## src/design/i2c_slave_register_file_core_assert.svh

```systemverilog
// ----------------------------------------------------------------------------
// i2c_slave_register_file_core assertion macros
// Immediate-implication and next-cycle-implication checks on clk_i / rst_ni.
// ----------------------------------------------------------------------------
`ifndef I2C_SLAVE_REGISTER_FILE_CORE_ASSERT_SVH
`define I2C_SLAVE_REGISTER_FILE_CORE_ASSERT_SVH

// antecedent holds -> consequent holds in the same cycle
`define I2CSRF_ASSERT_IMP(lbl, ante, cons) \
  lbl: assert property (@(posedge clk_i) disable iff (!rst_ni) (ante) |-> (cons)) \
    else $error("i2csrf: same-cycle check failed");

// antecedent holds -> consequent holds in the next cycle
`define I2CSRF_ASSERT_NXT(lbl, ante, cons) \
  lbl: assert property (@(posedge clk_i) disable iff (!rst_ni) (ante) |=> (cons)) \
    else $error("i2csrf: next-cycle check failed");

`endif

```

## src/design/i2csrf_pkg.sv

```systemverilog
// ----------------------------------------------------------------------------
// i2csrf_pkg
// Shared constants and types of the I2C target register file.
// ----------------------------------------------------------------------------
`default_nettype none

package i2csrf_pkg;

  localparam int unsigned MapDepthDefault    = 256;
  localparam int unsigned StatusBytesDefault = 4;

  // bus / device events
  typedef enum logic [2:0] {
    OP_READ_BYTE  = 3'd0,
    OP_READ_NACK  = 3'd1,
    OP_ADDR_WRITE = 3'd2,
    OP_DATA_RECV  = 3'd3,
    OP_STOP       = 3'd4,
    OP_ERROR      = 3'd5,
    OP_LOCAL_WR   = 3'd6,
    OP_UNKNOWN    = 3'd7
  } op_e;

  // configuration register indexes
  localparam logic [1:0] CfgLastReadable  = 2'd0;
  localparam logic [1:0] CfgFirstWritable = 2'd1;
  localparam logic [1:0] CfgFirstStatus   = 2'd2;

  localparam logic [7:0] LastReadableReset  = 8'd63;
  localparam logic [7:0] FirstWritableReset = 8'd0;
  localparam logic [7:0] FirstStatusReset   = 8'd0;

endpackage

`default_nettype wire

```

## src/design/i2csrf_ram.sv

```systemverilog
// ----------------------------------------------------------------------------
// i2csrf_ram
// Generic single-write, single-read RAM with a registered read.
// ----------------------------------------------------------------------------
`default_nettype none

module i2csrf_ram #(
  parameter int unsigned Width = 8,
  parameter int unsigned Depth = 256,
  parameter int unsigned AddrW = (Depth > 1) ? $clog2(Depth) : 1
) (
  input  wire logic             clk_i,
  input  wire logic             we_i,
  input  wire logic [AddrW-1:0] waddr_i,
  input  wire logic [Width-1:0] wdata_i,
  input  wire logic [AddrW-1:0] raddr_i,
  output logic      [Width-1:0] rdata_o
);

  logic [Width-1:0] mem_q [Depth];

  always_ff @(posedge clk_i) begin
    if (we_i) begin
      mem_q[waddr_i] <= wdata_i;
    end
    rdata_o <= mem_q[raddr_i];
  end

endmodule

`default_nettype wire

```

## src/design/i2c_slave_register_file_core.sv

```systemverilog
// ----------------------------------------------------------------------------
// i2c_slave_register_file_core
// Byte-level I2C target register map driven by decoded bus events.
// ----------------------------------------------------------------------------
// Usage:
//   Input channel (in_valid_i / in_stall_o) carries one bus or device event a
//   transaction: op_i, data_in_i, local_addr_i, bus_code_i. Every event yields
//   exactly one result transaction on the output channel (out_valid_o /
//   out_stall_i): read_data_o, busy_res_o, change_release_o, bus_release_o,
//   error_code_o.
//   Non-read events, and reads past last_readable, finish at the accepting
//   edge: result is valid the next cycle, one event per cycle sustained
//   while the output is not stalled. A read inside the readable range
//   fetches the map byte (S_RD), walks the STATUS_BYTES shadow slots through
//   the map RAM read port (S_CHK, one slot per cycle, pipelined) and loads
//   the result from S_DONE once the output is free; no new event is taken
//   until the block is back in S_IDLE.
//   Configuration (cfg_valid_i / cfg_ready_o, cfg_index_i, cfg_data_i) is
//   always ready; indexes past the register list are dropped.
//   Reset: map reads as zero via per-entry valid flops, no clearing pass;
//   pointer, flags, shadows and latched error clear at once.
//   A stalled result holds; the block stops taking events until it drains.
// ----------------------------------------------------------------------------
`default_nettype none

`include "i2c_slave_register_file_core_assert.svh"

module i2c_slave_register_file_core #(
  parameter int unsigned MAP_DEPTH    = i2csrf_pkg::MapDepthDefault,
  parameter int unsigned STATUS_BYTES = i2csrf_pkg::StatusBytesDefault
) (
  input  wire logic       clk_i,
  input  wire logic       rst_ni,
  // event channel
  input  wire logic       in_valid_i,
  output logic            in_stall_o,
  input  wire logic [2:0] op_i,
  input  wire logic [7:0] data_in_i,
  input  wire logic [7:0] local_addr_i,
  input  wire logic [7:0] bus_code_i,
  // result channel
  output logic            out_valid_o,
  input  wire logic       out_stall_i,
  output logic      [7:0] read_data_o,
  output logic            busy_res_o,
  output logic            change_release_o,
  output logic            bus_release_o,
  output logic      [7:0] error_code_o,
  // configuration write channel
  input  wire logic       cfg_valid_i,
  output logic            cfg_ready_o,
  input  wire logic [1:0] cfg_index_i,
  input  wire logic [7:0] cfg_data_i
);

  import i2csrf_pkg::*;

  localparam int unsigned AW = (MAP_DEPTH > 1) ? $clog2(MAP_DEPTH) : 1;
  localparam int unsigned SW = (STATUS_BYTES > 1) ? $clog2(STATUS_BYTES) : 1;
  localparam int unsigned CW = $clog2(STATUS_BYTES + 1);

  localparam logic [8:0]    MapLimit = 9'(MAP_DEPTH);
  localparam logic [7:0]    StatLim  = 8'(STATUS_BYTES);
  localparam logic [CW-1:0] CntLast  = CW'(STATUS_BYTES);

  // sequencer states
  localparam logic [1:0] S_IDLE = 2'd0;  // take events
  localparam logic [1:0] S_RD   = 2'd1;  // map byte returning
  localparam logic [1:0] S_CHK  = 2'd2;  // shadow match walk
  localparam logic [1:0] S_DONE = 2'd3;  // read result waiting for output

  logic [1:0] state_q, state_d;

  // configuration
  logic [7:0] last_rd_q, first_wr_q, first_st_q;

  // architectural state
  logic [7:0]           ptr_q, ptr_d;
  logic                 writing_q, writing_d;
  logic                 busy_q, busy_d;
  logic [7:0]           err_q, err_d;
  logic [7:0]           shadow_q [STATUS_BYTES];
  logic [MAP_DEPTH-1:0] map_vld_q;

  // read sequencing
  logic [7:0]    rd_ptr_q, rd_ptr_d;
  logic          rd_ok_q, rd_ok_d;    // fetched map entry is real (in map, written)
  logic [7:0]    rd_data_q, rd_data_d;
  logic          chk_ok_q, chk_ok_d;
  logic [CW-1:0] cnt_q, cnt_d;
  logic          mism_q, mism_d;
  logic          chg_q, chg_d;

  // output register
  logic       out_valid_q;
  logic [7:0] out_rd_q, out_err_q;
  logic       out_busy_q, out_chg_q, out_rel_q;

  // RAM port
  logic          ram_we;
  logic [AW-1:0] ram_waddr, ram_raddr;
  logic [7:0]    ram_wdata, ram_rdata;

  // combinational helpers
  logic          in_acc, out_free, out_load;
  logic [7:0]    ld_rd, ld_err;
  logic          ld_busy, ld_chg, ld_rel;
  logic          shd_we, shd_clr;
  logic [SW-1:0] shd_idx, cmp_idx;
  logic [7:0]    rd_byte, cur_byte, chk_addr, rd_off;
  logic          miss;

  i2csrf_ram #(
    .Width(8),
    .Depth(MAP_DEPTH),
    .AddrW(AW)
  ) u_map_ram (
    .clk_i  (clk_i),
    .we_i   (ram_we),
    .waddr_i(ram_waddr),
    .wdata_i(ram_wdata),
    .raddr_i(ram_raddr),
    .rdata_o(ram_rdata)
  );

  assign out_free   = !out_valid_q || !out_stall_i;
  assign in_stall_o = (state_q != S_IDLE) || !out_free;
  assign in_acc     = in_valid_i && !in_stall_o;
  assign cfg_ready_o = 1'b1;

  // byte returned for the pointer read, and its status slot offset
  assign rd_byte = rd_ok_q ? ram_rdata : 8'd0;
  assign rd_off  = rd_ptr_q - first_st_q;
  assign shd_idx = rd_off[SW-1:0];

  // walk: slot cnt-1 compares while slot cnt is fetched
  assign cur_byte = chk_ok_q ? ram_rdata : 8'd0;
  assign cmp_idx  = SW'(cnt_q - CW'(1));
  assign miss     = (cur_byte != shadow_q[cmp_idx]);

  always_comb begin
    state_d   = state_q;
    ptr_d     = ptr_q;
    writing_d = writing_q;
    busy_d    = busy_q;
    err_d     = err_q;
    rd_ptr_d  = rd_ptr_q;
    rd_ok_d   = rd_ok_q;
    rd_data_d = rd_data_q;
    chk_ok_d  = chk_ok_q;
    cnt_d     = cnt_q;
    mism_d    = mism_q;
    chg_d     = chg_q;
    ram_we    = 1'b0;
    ram_waddr = ptr_q[AW-1:0];
    ram_wdata = data_in_i;
    ram_raddr = ptr_q[AW-1:0];
    shd_we    = 1'b0;
    shd_clr   = 1'b0;
    out_load  = 1'b0;
    ld_rd     = 8'd0;
    ld_chg    = 1'b0;
    ld_rel    = 1'b0;
    ld_busy   = busy_q;
    ld_err    = err_q;
    chk_addr  = first_st_q + 8'(cnt_q);

    unique case (state_q)
      S_IDLE: begin
        if (in_acc) begin
          out_load = 1'b1;
          unique case (op_e'(op_i))
            OP_READ_BYTE: begin
              writing_d = 1'b0;
              busy_d    = 1'b1;
              ptr_d     = ptr_q + 8'd1;
              if (ptr_q <= last_rd_q) begin
                // in range: result comes after fetch and match walk
                out_load  = 1'b0;
                rd_ptr_d  = ptr_q;
                rd_ok_d   = ({1'b0, ptr_q} < MapLimit) && map_vld_q[ptr_q[AW-1:0]];
                state_d   = S_RD;
              end
            end
            OP_READ_NACK, OP_STOP: begin
              busy_d = 1'b0;
            end
            OP_ADDR_WRITE: begin
              busy_d    = 1'b1;
              writing_d = 1'b0;
            end
            OP_DATA_RECV: begin
              if (writing_q) begin
                ram_we = (ptr_q >= first_wr_q) && (ptr_q <= last_rd_q)
                         && ({1'b0, ptr_q} < MapLimit);
                ptr_d  = ptr_q + 8'd1;
              end else begin
                ptr_d = data_in_i;
              end
              writing_d = 1'b1;
              busy_d    = 1'b1;
            end
            OP_ERROR: begin
              err_d  = bus_code_i;
              ld_rel = 1'b1;
            end
            OP_LOCAL_WR: begin
              ram_waddr = local_addr_i[AW-1:0];
              ram_we    = ({1'b0, local_addr_i} < MapLimit);
            end
            OP_UNKNOWN: begin
              err_d  = bus_code_i;
              busy_d = 1'b0;
            end
            default: begin
              err_d = err_q;
            end
          endcase
          ld_busy = busy_d;
          ld_err  = err_d;
        end
      end
      S_RD: begin
        rd_data_d = rd_byte;
        shd_we    = (rd_off < StatLim);
        chk_addr  = first_st_q;
        ram_raddr = chk_addr[AW-1:0];
        chk_ok_d  = ({1'b0, chk_addr} < MapLimit) && map_vld_q[chk_addr[AW-1:0]];
        cnt_d     = CW'(1);
        mism_d    = 1'b0;
        state_d   = S_CHK;
      end
      S_CHK: begin
        if (cnt_q < CntLast) begin
          ram_raddr = chk_addr[AW-1:0];
          chk_ok_d  = ({1'b0, chk_addr} < MapLimit) && map_vld_q[chk_addr[AW-1:0]];
          cnt_d     = cnt_q + CW'(1);
          mism_d    = mism_q || miss;
        end else begin
          chg_d   = !(mism_q || miss);
          shd_clr = !(mism_q || miss);
          state_d = S_DONE;
        end
      end
      S_DONE: begin
        if (out_free) begin
          out_load = 1'b1;
          ld_rd    = rd_data_q;
          ld_chg   = chg_q;
          state_d  = S_IDLE;
        end
      end
      default: begin
        state_d = S_IDLE;
      end
    endcase
  end

  // control and architectural state
  always_ff @(posedge clk_i or negedge rst_ni) begin
    if (!rst_ni) begin
      state_q     <= S_IDLE;
      ptr_q       <= 8'd0;
      writing_q   <= 1'b0;
      busy_q      <= 1'b0;
      err_q       <= 8'd0;
      map_vld_q   <= '0;
      cnt_q       <= '0;
      out_valid_q <= 1'b0;
      last_rd_q   <= LastReadableReset;
      first_wr_q  <= FirstWritableReset;
      first_st_q  <= FirstStatusReset;
      for (int i = 0; i < int'(STATUS_BYTES); i++) begin
        shadow_q[i] <= 8'd0;
      end
    end else begin
      state_q   <= state_d;
      ptr_q     <= ptr_d;
      writing_q <= writing_d;
      busy_q    <= busy_d;
      err_q     <= err_d;
      cnt_q     <= cnt_d;
      if (ram_we) begin
        map_vld_q[ram_waddr] <= 1'b1;
      end
      if (shd_clr) begin
        for (int i = 0; i < int'(STATUS_BYTES); i++) begin
          shadow_q[i] <= 8'd0;
        end
      end else if (shd_we) begin
        shadow_q[shd_idx] <= rd_byte;
      end
      if (out_load) begin
        out_valid_q <= 1'b1;
      end else if (!out_stall_i) begin
        out_valid_q <= 1'b0;
      end
      if (cfg_valid_i && cfg_ready_o) begin
        unique case (cfg_index_i)
          CfgLastReadable:  last_rd_q  <= cfg_data_i;
          CfgFirstWritable: first_wr_q <= cfg_data_i;
          CfgFirstStatus:   first_st_q <= cfg_data_i;
          default: begin
            last_rd_q <= last_rd_q;
          end
        endcase
      end
    end
  end

  // payload registers
  always_ff @(posedge clk_i) begin
    rd_ptr_q  <= rd_ptr_d;
    rd_ok_q   <= rd_ok_d;
    rd_data_q <= rd_data_d;
    chk_ok_q  <= chk_ok_d;
    mism_q    <= mism_d;
    chg_q     <= chg_d;
    if (out_load) begin
      out_rd_q   <= ld_rd;
      out_busy_q <= ld_busy;
      out_chg_q  <= ld_chg;
      out_rel_q  <= ld_rel;
      out_err_q  <= ld_err;
    end
  end

  assign out_valid_o      = out_valid_q;
  assign read_data_o      = out_rd_q;
  assign busy_res_o       = out_busy_q;
  assign change_release_o = out_chg_q;
  assign bus_release_o    = out_rel_q;
  assign error_code_o     = out_err_q;

  // a release pulse only comes from an in-range read, which sets busy
  `I2CSRF_ASSERT_IMP(a_chg_busy, out_valid_q && out_chg_q, out_busy_q)
  // error results carry no read byte and no release pulse
  `I2CSRF_ASSERT_IMP(a_rel_clean, out_valid_q && out_rel_q, (out_rd_q == 8'd0) && !out_chg_q)
  // walk counter stays within the shadow slots
  `I2CSRF_ASSERT_IMP(a_cnt_range, state_q == S_CHK, (cnt_q != '0) && (cnt_q <= CntLast))
  // map writes never overlap a read sequence
  `I2CSRF_ASSERT_IMP(a_we_idle, ram_we, state_q == S_IDLE)

endmodule

`default_nettype wire

```

## config.mk

```make
export PLATFORM = sky130hd
export DESIGN_NAME = i2c_slave_register_file_core
export DESIGN_NICKNAME = d
export VERILOG_FILES = /design/src/design/i2csrf_pkg.sv /design/src/design/i2csrf_ram.sv /design/src/design/i2c_slave_register_file_core.sv
export VERILOG_INCLUDE_DIRS = /design/src /design/src/design
export SDC_FILE = /design/constraint.sdc
export NUM_CORES = 2
export LEC_CHECK = 0
export ABC_CLOCK_PERIOD_IN_PS = 13790
export BUFFER_PORTS_ARGS = -buffer_cell sky130_fd_sc_hd__buf_2
export CAP_MARGIN = 40
export CORE_AREA = 2 2 284 566
export CTS_BUF_LIST = sky130_fd_sc_hd__clkbuf_8
export DETAILED_ROUTE_END_ITERATION = 8
export DIE_AREA = 0 0 286 568
export PLACE_DENSITY = 0.81
export REMOVE_ABC_BUFFERS = 1
export SLEW_MARGIN = 25
export SYNTH_ARGS = -nofsm -noshare
export SYNTH_HDL_FRONTEND = slang
export SYNTH_SLANG_ARGS = --single-unit
```

## constraint.sdc

```tcl
create_clock -name clk_i -period 13.79 [get_ports clk_i]
set_input_delay 0.6895 -clock clk_i [delete_from_list [all_inputs] [get_ports clk_i]]
set_output_delay 0.6895 -clock clk_i [all_outputs]
set_load 0.03 [all_outputs]
```

==> impl_results.md <==
* Startpoint Class: flop
* Worst min path class: input pin to flop
* TritonCTS buffer count at 336
* Status: complete, no violations
* Measured slew at the worst slew-check pin at 0.993 ns
* Starting DRC count in detailed routing at 10.4k
* Mapped cell area at 102,000 µm²
* Endpoints failing setup at 0
* Total track usage at 35.5%
* Gpl congestion at 0.945
* Routed WL at 291 mm
* Post-DP HPWL at 170 mm
* Max Fclk at 146 MHz
* H-tree depth at 5
* Final #Nets at 7,439
* Syn Inst Count at 7,158
* CP Max Fanout at 65
* Critical-path cell list: ha_2, inv_1, fa_4, and4bb_2, a211o_4, buf_16, buf_4, buf_4, mux2i_1, a32oi_1, o21ai_0, a221oi_1, o2111ai_1, and4_1, nand4_1
* Gr ovfl total at 0
* FFs w/ async S/R, synth at 13.8%
* Final core occ at 71.0%
* Clock Tree Buf Depth at 4
* Vias at 67.8k
* Sequential share of the synthesized area at 69.7%
* Skew-Pair Late Insertion Delay at 1.04 ns
* DRC errors left at 0
* Kind of critical path: flop to flop
* CP Data Arrival Time at 7.79 ns
* Main flop type after synthesis: edfxtp_1
* Avg Inst Size Synth at 14.3 µm²
* Required time of the critical path at 14.73 ns
* Initial Util at 64.4%
* Worst-path clk slew at 0.07 ns
* Initial antenna violation count at 17
* I/O Pins at 64
* Post-synth EDFFs at 2,087
* Slew Viols, Final at 0
* Number of global-route vias before repair at 66.2k
* CP most frequent cell: buf_4
* CP max stage cell: fa_4
* First-pass GRT wire length at 423 mm
* Antenna-violating nets left at 0
* Leak at 39.0 nW
* Yosys reg bits at 2,431
* Layout Skew at 0.0834 ns
* Rows at 207
* # resized after CTS at 0
* Power Density at 219 nW/µm²
* CTS Root Cell: clkbuf_8
* Layout area overhead at 10.2%
* Die height at 568 µm
* Yosys Warn Count at 0
* Share of cells above drive strength 1 at 16.7%
* IO buf count at 62
* TritonCTS clock tree: yes
* Final Hold Slack at 0.0622 ns
* Delay-heaviest family, CP: buffers and inverters
* Die ar. at 162,000 µm²
* CP bufs+invs at 4
* Core Area at 159,000 µm²
* Clk sink count at 2,431
* Maxcap violations at 0
* Die width at 286 µm
* Crit share post-route at 49.7%
* Via density at 6.98
* 1st-pass router iterations at 8
* Slew HR at 33.8%
* Worst vdd ir at 0.370 mV
* Final hold viol count at 0
* Critical path capture point type: flop
* Pin count of the biggest net entering global routing at 170
* Unique masters post-synth at 85
* Biggest cell delay along the critical path at 0.89 ns
* Fin crit period at 6.85 ns
* Routed WL per cell at 29.9 µm
* RSZ-0062 raised after global routing: no
where the power goes:
| group | total [mW] | internal, mW | leakage [nW] | switching, mW |
|---|---|---|---|---|
| clock | 5.34 | 2.65 | 3.52 | 2.69 |
| combinational | 11.0 | 3.22 | 12.1 | 7.74 |
| sequential | 8.31 | 8.13 | 23.4 | 0.180 |
| total | 24.6 | 14.0 | 39.0 | 10.6 |
cell families (layout without fill, tap and decap cells):
kind of cell	count (synthesis)	after routing	synth area share (%)
buffers and inverters	558	1014	2.48
XOR/XNOR	12	12	0.118
other	1	8	0.00367
adder cells (fa/ha/maj)	35	35	0.443
AO/OA/AOI/OAI	979	979	7.21
multiplexers	653	653	9.60
AND/OR/NAND/NOR	2489	2489	10.4
flip-flops	2431	2431	69.7
layer usage:
layer  GRT usage (%)  up-vias  routed length, µm  share of wire [%]
met4            22.4       18              22200                7.6
met1            45.2    33100              95800                 33
met3            10.1     1262              39300                 14
li1                -    27700                  -                  -
met2            54.0     5720             134000                 46
met5               0        -                110              0.038
per-stage QoR:
step	area (µm²)	setup TNS (ns)	power, mW	worst slack, ns	instances
finish	113000	0	24.6	6.94	9711
global route	113000	0	25.3	6.80	9707
CTS	112000	0	24.1	6.49	9645
detailed placement	105000	0	18.9	6.53	9037
global placement	105000	0	18.5	6.24	8993
floorplan	99800	-145.20	15.9	-18.15	6650
final cells by class:
class | instances | area [µm²]
Clock inverter | 232 | 1350
Tap cell | 2090 | 2620
Multi-Input combinational cell | 4169 | 28900
Timing Repair Buffer | 374 | 3340
Antenna cell | 7 | 17.5
Fill cell | 9746 | 46000
Sequential cell | 2431 | 71300
Inverter | 50 | 188
Clock buffer | 358 | 4930
synthesized netlist by cell type, types with 30 or more instances:
cell type / instances / share of area, %
nand3_1: 505 / 2.5
a32oi_1: 161 / 1.4
edfxtp_1: 2087 / 61
mux4_2: 259 / 5.7
o21ai_0: 51 / 0.25
nand2_1: 1440 / 5.3
o211ai_1: 61 / 0.45
dfrtp_1: 330 / 8.1
a22oi_1: 44 / 0.32
nor4_1: 30 / 0.18
a221oi_1: 56 / 0.48
nor3_1: 126 / 0.62
inv_1: 50 / 0.18
a21oi_1: 78 / 0.38
o21bai_1: 160 / 1.2
ha_1: 33 / 0.40
clkbuf_1: 228 / 0.84
nor2_1: 253 / 0.93
a31o_2: 68 / 0.58
buf_2: 182 / 0.89
a31oi_1: 144 / 0.88
mux2i_1: 368 / 3.6
buf_1: 49 / 0.18
buf_4: 41 / 0.30
cell usage in the layout (no fill, tap or decap), types with 13 or more instances in the layout:
| cell | count |
|---|---|
| a221oi_1 | 56 |
| inv_1 | 130 |
| dfrtp_1 | 325 |
| and3_1 | 26 |
| nor4_1 | 25 |
| a22oi_1 | 44 |
| mux2i_1 | 368 |
| clkinv_1 | 75 |
| dlygate4sd3_1 | 18 |
| a22o_1 | 13 |
| o211ai_1 | 61 |
| clkinv_2 | 48 |
| buf_2 | 62 |
| a32o_1 | 14 |
| nor2_1 | 245 |
| clkbuf_8 | 359 |
| mux4_2 | 259 |
| or2_2 | 29 |
| a31o_2 | 68 |
| nor3_2 | 28 |
| bufinv_16 | 13 |
| a32oi_1 | 161 |
| buf_4 | 227 |
| nand3_1 | 503 |
| nor3_1 | 98 |
| buf_12 | 19 |
| mux2_2 | 26 |
| buf_16 | 15 |
| clkbuf_4 | 14 |
| a31oi_1 | 142 |
| a21oi_1 | 73 |
| a211oi_1 | 29 |
| edfxtp_1 | 2087 |
| o2111ai_1 | 18 |
| ha_1 | 32 |
| o21ai_0 | 50 |
| o21bai_1 | 160 |
| o22ai_1 | 17 |
| nand2_1 | 1439 |
| and2_1 | 13 |
final timing paths:
kind                       startpoint                   end  slack [ns]  depth (start not counted)
setup / recovery             cnt_q[0]  u_map_ram.rdata_o[4]        6.94                         15
hold / removal                op_i[1]         bus_release_o        0.06                          2
setup reg to reg             cnt_q[0]  u_map_ram.rdata_o[4]        6.94                         15
hold reg to reg              err_q[1]              err_q[1]        0.50                          1
max in group asynchronous      rst_ni          last_rd_q[0]       11.94                          5
min in group asynchronous      rst_ni        map_vld_q[100]        0.36                          2
sequential cells by signal, indices dropped and copies added, names as in the netlist, 2 cells and up:
signal	flops
err_q	8
u_map_ram.rdata_o	8
shadow_q	32
first_wr_q	8
rd_data_q	8
map_vld_q	256
read_data_o	8
last_rd_q	8
u_map_ram.mem_q	2048
first_st_q	8
state_q	2
rd_ptr_q	8
error_code_o	8
cnt_q	3
ptr_q	8
worst reg2reg max path: stages, from the launching register on:
cell and delay (ns):
dfrtp_1 0.77, ha_2 0.34, inv_1 0.06, fa_4 0.89
and4bb_2 0.47, a211o_4 0.25, buf_16 0.32, buf_4 0.66
buf_4 0.81, mux2i_1 0.23, a32oi_1 0.17, o21ai_0 0.25
a221oi_1 0.67, o2111ai_1 0.30, and4_1 0.44, nand4_1 0.17
timing repair:
action,4_1_cts,5_1_grt
buffers inserted,0,0
hold buffers,18,0
hold endpoints to repair,113,0
Power figures use the tool's default switching activity.
